===== config.mk =====
export PLATFORM = sky130hd
export DESIGN_NAME = fit_policy_block_allocator
export DESIGN_NICKNAME = d
export VERILOG_FILES = /design/src/fpba_pkg.sv /design/src/fpba_ctrl.sv /design/src/fpba_dpath.sv /design/src/fit_policy_block_allocator.sv
export SDC_FILE = /design/constraint.sdc
export NUM_CORES = 1
export LEC_CHECK = 0
export ABC_AREA = 0
export BUFFER_PORTS_ARGS = -buffer_cell sky130_fd_sc_hd__buf_4
export CAP_MARGIN = 25
export CORE_ASPECT_RATIO = 1.25
export CORE_UTILIZATION = 30
export DETAILED_ROUTE_END_ITERATION = 8
export HOLD_SLACK_MARGIN = 0.06
export PLACE_DENSITY = 0.57
export SLEW_MARGIN = 10
export SYNTH_ARGS = -nofsm -noshare
export SYNTH_HDL_FRONTEND = slang
export SYNTH_SLANG_ARGS = --single-unit
export TNS_END_PERCENT = 5

===== constraint.sdc =====
create_clock -name clk -period 7.7 [get_ports clk]
set_clock_uncertainty 0.15 [all_clocks]
set_input_delay 0.77 -clock clk [delete_from_list [all_inputs] [get_ports clk]]
set_output_delay 0.77 -clock clk [all_outputs]
set_load 0.03 [all_outputs]

===== src/fpba_pkg.sv =====
// fpba_pkg: shared types and codes for the fit-policy block allocator
// no dependencies; imported by the controller, datapath and top level
package fpba_pkg;

  localparam int ACT_W   = 2;
  localparam int IDX_W   = 4;
  localparam int AMT_W   = 16;
  localparam int CFG_IW  = 1;
  localparam int CFG_DW  = 5;
  localparam int MODE_W  = 2;
  localparam int BIU_W   = 5;

  typedef logic [ACT_W-1:0]  action_t;
  typedef logic [MODE_W-1:0] mode_t;
  typedef logic [CFG_IW-1:0] reg_idx_t;

  localparam action_t ACT_LOAD  = 2'd0;
  localparam action_t ACT_ALLOC = 2'd1;
  localparam action_t ACT_READ  = 2'd2;

  localparam mode_t MODE_FIRST = 2'd0;
  localparam mode_t MODE_BEST  = 2'd1;
  localparam mode_t MODE_WORST = 2'd2;

  localparam reg_idx_t REG_FIT_MODE      = 1'b0;
  localparam reg_idx_t REG_BLOCKS_IN_USE = 1'b1;

  localparam logic [BIU_W-1:0]  BIU_RESET  = 5'd16;
  localparam logic [MODE_W-1:0] MODE_RESET = 2'd0;

  typedef enum logic [1:0] {
    S_IDLE,
    S_ACCESS,
    S_SCAN,
    S_DONE
  } state_t;

  typedef struct packed {
    logic capture;
    logic access;
    logic scan;
    logic finish;
  } cmd_t;

  typedef struct packed {
    logic out_busy;
    logic scan_done;
  } sts_t;

endpackage


===== src/fpba_ctrl.sv =====
// fpba_ctrl: sequencing state machine for the block allocator
// depends on fpba_pkg; drives commands into fpba_dpath
module fpba_ctrl (
  input  logic              clk,
  input  logic              rst_n,
  input  logic              in_valid,
  input  fpba_pkg::action_t in_action,
  output logic              in_ready,
  input  fpba_pkg::sts_t    sts,
  output fpba_pkg::cmd_t    cmd
);
  import fpba_pkg::*;

  state_t state_r;
  state_t state_nxt;

  always_ff @(posedge clk) begin
    if (!rst_n) begin
      state_r <= S_IDLE;
    end else begin
      state_r <= state_nxt;
    end
  end

  always_comb begin
    state_nxt = state_r;
    case (state_r)
      S_IDLE: begin
        if (in_valid) begin
          if (in_action inside {ACT_LOAD, ACT_READ}) begin
            state_nxt = S_ACCESS;
          end else if (in_action == ACT_ALLOC) begin
            state_nxt = S_SCAN;
          end else begin
            state_nxt = S_DONE;
          end
        end
      end
      S_ACCESS: begin
        state_nxt = S_DONE;
      end
      S_SCAN: begin
        if (sts.scan_done) begin
          state_nxt = S_DONE;
        end
      end
      S_DONE: begin
        if (!sts.out_busy) begin
          state_nxt = S_IDLE;
        end
      end
      default: begin
        state_nxt = S_IDLE;
      end
    endcase
  end

  always_comb begin
    cmd      = '0;
    in_ready = 1'b0;
    case (state_r)
      S_IDLE: begin
        in_ready    = 1'b1;
        cmd.capture = in_valid;
      end
      S_ACCESS: begin
        cmd.access = 1'b1;
      end
      S_SCAN: begin
        cmd.scan = 1'b1;
      end
      S_DONE: begin
        cmd.finish = !sts.out_busy;
      end
      default: begin
        cmd = '0;
      end
    endcase
  end

endmodule


===== src/fpba_dpath.sv =====
// fpba_dpath: capacity table, fit search, config registers and result register
// depends on fpba_pkg; commanded by fpba_ctrl
module fpba_dpath #(
  parameter int NUM_BLOCKS = 16,
  parameter int SIZE_WIDTH = 16
) (
  input  logic                         clk,
  input  logic                         rst_n,
  input  logic                         cfg_valid,
  input  fpba_pkg::reg_idx_t           cfg_index,
  input  logic [fpba_pkg::CFG_DW-1:0]  cfg_data,
  input  fpba_pkg::action_t            in_action,
  input  logic [fpba_pkg::IDX_W-1:0]   in_block_index,
  input  logic [fpba_pkg::AMT_W-1:0]   in_amount,
  input  logic                         out_ready,
  input  fpba_pkg::cmd_t               cmd,
  output fpba_pkg::sts_t               sts,
  output logic                         out_valid,
  output logic                         out_granted,
  output logic [fpba_pkg::IDX_W-1:0]   out_chosen_block,
  output logic [fpba_pkg::AMT_W-1:0]   out_remaining
);
  import fpba_pkg::*;

  localparam int AW = (NUM_BLOCKS > 1) ? $clog2(NUM_BLOCKS) : 1;
  localparam int CW = $clog2(NUM_BLOCKS + 1);

  // config registers
  mode_t             fit_mode_r;
  logic [BIU_W-1:0]  biu_r;

  // captured item
  action_t               act_r;
  logic [IDX_W-1:0]      idx_r;
  logic                  in_range_r;
  logic [SIZE_WIDTH-1:0] amt_r;

  // capacity table
  logic [SIZE_WIDTH-1:0] mem [NUM_BLOCKS];
  logic [NUM_BLOCKS-1:0] vld_r;
  logic [SIZE_WIDTH-1:0] rd_q_r;
  logic                  rd_vld_r;
  logic [AW-1:0]         rd_addr;
  logic [SIZE_WIDTH-1:0] rd_val;
  logic                  we;
  logic [AW-1:0]         wa;
  logic [SIZE_WIDTH-1:0] wd;

  // search
  logic [CW-1:0]         limit;
  logic [CW-1:0]         scan_idx_r;
  logic                  issue;
  logic                  cmp_vld_r;
  logic [AW-1:0]         cmp_idx_r;
  logic                  found_r;
  logic [AW-1:0]         pick_r;
  logic [SIZE_WIDTH-1:0] best_r;
  logic                  take;
  logic [SIZE_WIDTH-1:0] alloc_rem;

  // result register
  logic                  out_valid_r;
  logic                  out_granted_r;
  logic [IDX_W-1:0]      out_chosen_r;
  logic [AMT_W-1:0]      out_rem_r;

  always_ff @(posedge clk) begin
    if (!rst_n) begin
      fit_mode_r <= MODE_RESET;
      biu_r      <= BIU_RESET;
    end else if (cfg_valid) begin
      if (cfg_index == REG_FIT_MODE) begin
        fit_mode_r <= cfg_data[MODE_W-1:0];
      end else if (cfg_index == REG_BLOCKS_IN_USE) begin
        biu_r <= cfg_data[BIU_W-1:0];
      end
    end
  end

  always_ff @(posedge clk) begin
    if (cmd.capture) begin
      act_r      <= in_action;
      idx_r      <= in_block_index;
      in_range_r <= (32'(in_block_index) < 32'(NUM_BLOCKS));
      amt_r      <= SIZE_WIDTH'(in_amount);
    end
  end

  assign limit = (32'(biu_r) >= 32'(NUM_BLOCKS)) ? CW'(NUM_BLOCKS) : CW'(biu_r);
  assign issue = cmd.scan && (scan_idx_r < limit);

  assign rd_addr = cmd.scan ? AW'(scan_idx_r) : AW'(idx_r);

  always_ff @(posedge clk) begin
    rd_q_r   <= mem[rd_addr];
    rd_vld_r <= vld_r[rd_addr];
    if (we) begin
      mem[wa] <= wd;
    end
  end

  always_ff @(posedge clk) begin
    if (!rst_n) begin
      vld_r <= '0;
    end else if (we) begin
      vld_r[wa] <= 1'b1;
    end
  end

  assign rd_val    = rd_vld_r ? rd_q_r : '0;
  assign alloc_rem = best_r - amt_r;

  assign we = (cmd.access && act_r == ACT_LOAD && in_range_r)
           || (cmd.finish && act_r == ACT_ALLOC && found_r);
  assign wa = cmd.finish ? pick_r : AW'(idx_r);
  assign wd = cmd.finish ? alloc_rem : amt_r;

  assign take = cmp_vld_r && (rd_val >= amt_r)
             && (!found_r
                 || (fit_mode_r == MODE_BEST  && rd_val < best_r)
                 || (fit_mode_r == MODE_WORST && rd_val > best_r));

  always_ff @(posedge clk) begin
    if (!rst_n) begin
      scan_idx_r <= '0;
      cmp_vld_r  <= 1'b0;
      found_r    <= 1'b0;
    end else if (cmd.capture) begin
      scan_idx_r <= '0;
      cmp_vld_r  <= 1'b0;
      found_r    <= 1'b0;
    end else begin
      cmp_vld_r <= issue;
      if (issue) begin
        scan_idx_r <= scan_idx_r + CW'(1);
      end
      if (take) begin
        found_r <= 1'b1;
      end
    end
  end

  always_ff @(posedge clk) begin
    cmp_idx_r <= AW'(scan_idx_r);
    if (take) begin
      pick_r <= cmp_idx_r;
      best_r <= rd_val;
    end
  end

  assign sts.scan_done = (scan_idx_r >= limit) && !cmp_vld_r;
  assign sts.out_busy  = out_valid_r && !out_ready;

  always_ff @(posedge clk) begin
    if (!rst_n) begin
      out_valid_r <= 1'b0;
    end else if (cmd.finish) begin
      out_valid_r <= 1'b1;
    end else if (out_ready) begin
      out_valid_r <= 1'b0;
    end
  end

  always_ff @(posedge clk) begin
    if (cmd.finish) begin
      case (act_r)
        ACT_LOAD: begin
          out_granted_r <= in_range_r;
          out_chosen_r  <= idx_r;
          out_rem_r     <= in_range_r ? AMT_W'(amt_r) : '0;
        end
        ACT_READ: begin
          out_granted_r <= in_range_r;
          out_chosen_r  <= idx_r;
          out_rem_r     <= in_range_r ? AMT_W'(rd_val) : '0;
        end
        ACT_ALLOC: begin
          out_granted_r <= found_r;
          out_chosen_r  <= found_r ? IDX_W'(pick_r) : '0;
          out_rem_r     <= found_r ? AMT_W'(alloc_rem) : '0;
        end
        default: begin
          out_granted_r <= 1'b0;
          out_chosen_r  <= '0;
          out_rem_r     <= '0;
        end
      endcase
    end
  end

  assign out_valid        = out_valid_r;
  assign out_granted      = out_granted_r;
  assign out_chosen_block = out_chosen_r;
  assign out_remaining    = out_rem_r;

endmodule


===== src/fit_policy_block_allocator.sv =====
// fit_policy_block_allocator: top level of the first/best/worst fit block allocator
// depends on fpba_pkg, fpba_ctrl and fpba_dpath
//
// Keeps a table of remaining capacity for NUM_BLOCKS blocks and serves one item at a
// time. After an item is accepted, a load or read passes through an access state, an unused
// action goes straight to the done state, and an allocate first scans the lowest
// min(blocks_in_use, NUM_BLOCKS) blocks of the single-read-port capacity table, one
// block per cycle, before its result is loaded. The table comes out of reset as all
// zeros with no clearing pass. The result sits in an output register; the next item is
// taken once the result is loaded there, and a result still waiting there holds back the
// next one. Config writes are always accepted and must only be issued while the block
// is idle.
module fit_policy_block_allocator #(
  parameter int NUM_BLOCKS = 16,
  parameter int SIZE_WIDTH = 16
) (
  input  logic                         clk,
  input  logic                         rst_n,
  input  logic                         cfg_valid,
  output logic                         cfg_ready,
  input  fpba_pkg::reg_idx_t           cfg_index,
  input  logic [fpba_pkg::CFG_DW-1:0]  cfg_data,
  input  logic                         in_valid,
  output logic                         in_ready,
  input  fpba_pkg::action_t            in_action,
  input  logic [fpba_pkg::IDX_W-1:0]   in_block_index,
  input  logic [fpba_pkg::AMT_W-1:0]   in_amount,
  output logic                         out_valid,
  input  logic                         out_ready,
  output logic                         out_granted,
  output logic [fpba_pkg::IDX_W-1:0]   out_chosen_block,
  output logic [fpba_pkg::AMT_W-1:0]   out_remaining
);
  import fpba_pkg::*;

  cmd_t cmd;
  sts_t sts;

  assign cfg_ready = 1'b1;

  fpba_ctrl u_ctrl (
    .clk       (clk),
    .rst_n     (rst_n),
    .in_valid  (in_valid),
    .in_action (in_action),
    .in_ready  (in_ready),
    .sts       (sts),
    .cmd       (cmd)
  );

  fpba_dpath #(
    .NUM_BLOCKS (NUM_BLOCKS),
    .SIZE_WIDTH (SIZE_WIDTH)
  ) u_dpath (
    .clk              (clk),
    .rst_n            (rst_n),
    .cfg_valid        (cfg_valid),
    .cfg_index        (cfg_index),
    .cfg_data         (cfg_data),
    .in_action        (in_action),
    .in_block_index   (in_block_index),
    .in_amount        (in_amount),
    .out_ready        (out_ready),
    .cmd              (cmd),
    .sts              (sts),
    .out_valid        (out_valid),
    .out_granted      (out_granted),
    .out_chosen_block (out_chosen_block),
    .out_remaining    (out_remaining)
  );

endmodule


==> impl_metrics.toml <==
[die]
start_util_pct = 30.5
dieHeight_um = 258
dieWidth_um = 207
io_pins = 57
fp.coreArea_sq_um = 51800
die_area_sq_um = 53500
row_count = 93

[global_route]
grt_util_all_layers_pct = 14.3
grt_pass1_wl_um = 56900
antenna_found_initial = 0
grt_remaining_overflow = 0
grt_pass1_vias = 9247
grt_max_degree = 55

[min_path]
hp-class = "in -> reg"

[cells_and_area]
drive_above_1_share_pct = 21.7
multi_input_area_sq_um = 4890
final_area_sq_um = 18700
area_growth_pct = 18.2
seqCellArea_sq_um = 10700
fillCellCount = 4836
fin_nets = 1181

[placement]
portBuffers = 55
place_area_sq_um = 17200
pre_cts_slack_ns = 3.69
gp_congestion = 0.797
hpwl_um = 23400

[worst_setup_path]
crit_path_end_kind = "flip-flop"
r2r_slack_ns = 3.85
critPathRequiredTime_ns = 7.91
critPathLaunchType = "flip-flop"
worstSetupPathType = "reg -> reg"
cp_max_fo = 54
arrival_ns = 4.06

[sta]
finalHoldViolations = 0
maxSlewViolCount = 0
setup_slack_ns = 3.85
grt_setup_unrepaired = "false"
setup_viol = 0
setup_tns_ns = 0
fmax_mhz = 260
worst_slew_pin_slew_ns = 0.997
min_period_over_period_pct = 49.9
fin_crit_ns = 3.85
relSlewSlack_pct = 33.2

[drt]
drc_errors = 0
drt_first_pass_iters = 4
ant_nets = 0
drtIter0Drc = 490
drt-total-wl_um = 38000
vias = 8825
vias_per_cell = 4.94
wl_per_cell_um = 21.3

[power_and_ir_drop]
power_frac_clock_pct = 33.2
power.switching_mw = 1.84
internal-power_mw = 4.40
power_switching_share_pct = 29.4
seqPwrFrac_pct = 41.1
p_leak_nw = 6.53
comb_power_share_pct = 25.7
power.density_nw_per_um2 = 334
peakVddDrop_uv = 189

[yosys]
synth.distinct_cells = 58
avgSynthCellArea_sq_um = 15.7
synth_ff_type = "edfxtp_1"
async_flop_share_pct = 0
synth_area_sq_um = 15800
postSynthCellCount = 1008
ys_seq_area_share_pct = 67.6
yosysWarnings = 0
ys_top_cells_by_area = "edfxtp_1 (61%), mux4_2 (9.7%), dfxtp_1 (6.9%), ha_1 (4.2%), nand2_1 (2.0%)"
synth_nets = 1095
synth_top_cell_area_share_pct = 60.7
synth_edf_count = 319
yosysTopAreaCell = "edfxtp_1"
ys_seq_elements = 373

[clocking]
postCtsSetupRepairBufs = 0
clk_path_buf_depth = 3
clk_latency_ns = 0.54
ctsResizeCount = 0
clkSlewWorstSetupHoldPaths_ns = 0.07
postCtsHoldBufs = 0
cts_tree = "yes"
cts_sinks = 373
cts_root_buf = "clkbuf_16"
cts_made_buffers = 37
cts_max_level = 2

[flow_run]
drv_cap = 0

[outcome]
outcome = "finished, final reports clean"
==> power groups by stage <==
stage	sequential, mW	combinational [mW]	clock (mW)
floorplan	2.59	1.09	0
global placement	2.61	1.59	0
detailed placement	2.60	1.61	0
CTS	2.56	1.61	2.11
global route	2.57	1.75	2.17
finish	2.56	1.61	2.07
==> per-layer routing <==
layer / global-route usage [%] / up-vias / part of all wire (%)
met2: 26.2 / 184 / 52
met4: 5.56 / 0 / 3.3
met5: 0 / - / 0
li1: - / 4066 / -
met3: 1.91 / 70 / 3.4
met1: 16.8 / 4505 / 41
==> per-stage QoR <==
stage	total power [mW]	hold WS (ns)	utilization (%)	instances
final	6.24	0.250	36.0	1788
after global routing	6.50	0.239	36.0	1787
after CTS	6.29	0.231	36.0	1786
after detailed placement	4.21	0.241	33.3	1719
after global placement	4.20	0.238	33.2	1717
after floorplan	3.67	0.225	-	1008
==> logic make-up (layout without fill, tap and decap cells) <==
| logic type | Yosys count | after routing | share of synthesized area, % |
|---|---|---|---|
| mux | 92 | 92 | 11.3 |
| compound gates | 174 | 174 | 7.19 |
| fa+ha+maj | 54 | 54 | 4.33 |
| other cells | 1 | 2 | 0.0238 |
| simple gates | 204 | 204 | 6.28 |
| buf+inv | 92 | 206 | 2.34 |
| flops | 373 | 373 | 67.6 |
| xor+xnor | 18 | 18 | 0.999 |
==> cells in the mapped netlist, types with 9 or more instances <==
cell type and number:
nor2b_1 13, o21a_1 21, ha_1 53, mux2i_1 22, xor2_1 9, nor2_1 26
nand3_1 20, clkbuf_1 26, o21ai_0 33, inv_1 53, xnor2_1 9, a211oi_1 19
edfxtp_1 319, dfxtp_1 54, and2_1 30, o22ai_1 15, a21oi_1 24, nand2_1 83
a31oi_1 27, mux4_2 68
==> critical path, cell delays in order (launching register included) <==
cell	delay [ns]
dfxtp_1	0.34
inv_1	0.10
ha_1	0.53
mux2i_4	0.78
buf_4	0.78
mux4_2	0.42
and2_1	0.17
a211oi_1	0.23
a31oi_1	0.11
==> state kept, by name (all words and copies together), names as in the netlist, 2 cells and up <==
name and cells:
u_dpath.out_remaining 16, u_dpath.amt_r 16, u_dpath.biu_r 5, u_dpath.pick_r 4
u_dpath.rd_q_r 16, u_dpath.best_r 16, u_dpath.vld_r 16, u_dpath.scan_idx_r 5
u_dpath.fit_mode_r 2, u_dpath.mem 256, u_dpath.act_r 2, u_ctrl.state_r 2
u_dpath.out_chosen_block 4, u_dpath.idx_r 4, u_dpath.cmp_idx_r 4
==> final timing paths <==
path	endpoint	cells after the start	start
worst min register to register	u_dpath.pick_r[1]	0	u_dpath.cmp_idx_r[1]
worst max register to register	u_dpath.rd_q_r[6]	8	u_ctrl.state_r[0]
worst min-delay path	u_dpath.amt_r[0]	1	in_amount[0]
worst max-delay path	u_dpath.rd_q_r[6]	8	u_ctrl.state_r[0]
==> cell type report <==
| class | count | area share [%] |
|---|---|---|
| sequential | 373 | 57.1 |
| clock inverter | 25 | 2.16 |
| clock buffer | 42 | 5.35 |
| timing repair buffer | 86 | 3.61 |
| inverter | 53 | 1.07 |
| antenna | 1 | 0.0134 |
| multi-input combinational | 543 | 26.2 |
| tap | 665 | 4.46 |
==> cell usage in the layout, fill, tap and decap left out, types with 20 or more instances in the layout <==
master,synthesis,final
inv_1,53,53
nand3_1,20,20
nand2_1,83,83
ha_1,53,53
buf_4,4,84
a31oi_1,27,27
o21ai_0,33,32
edfxtp_1,319,319
mux4_2,68,68
o21a_1,21,21
dfxtp_1,54,54
and2_1,30,30
clkbuf_16,0,39
a21oi_1,24,24
(Power assumes the default switching activity.)
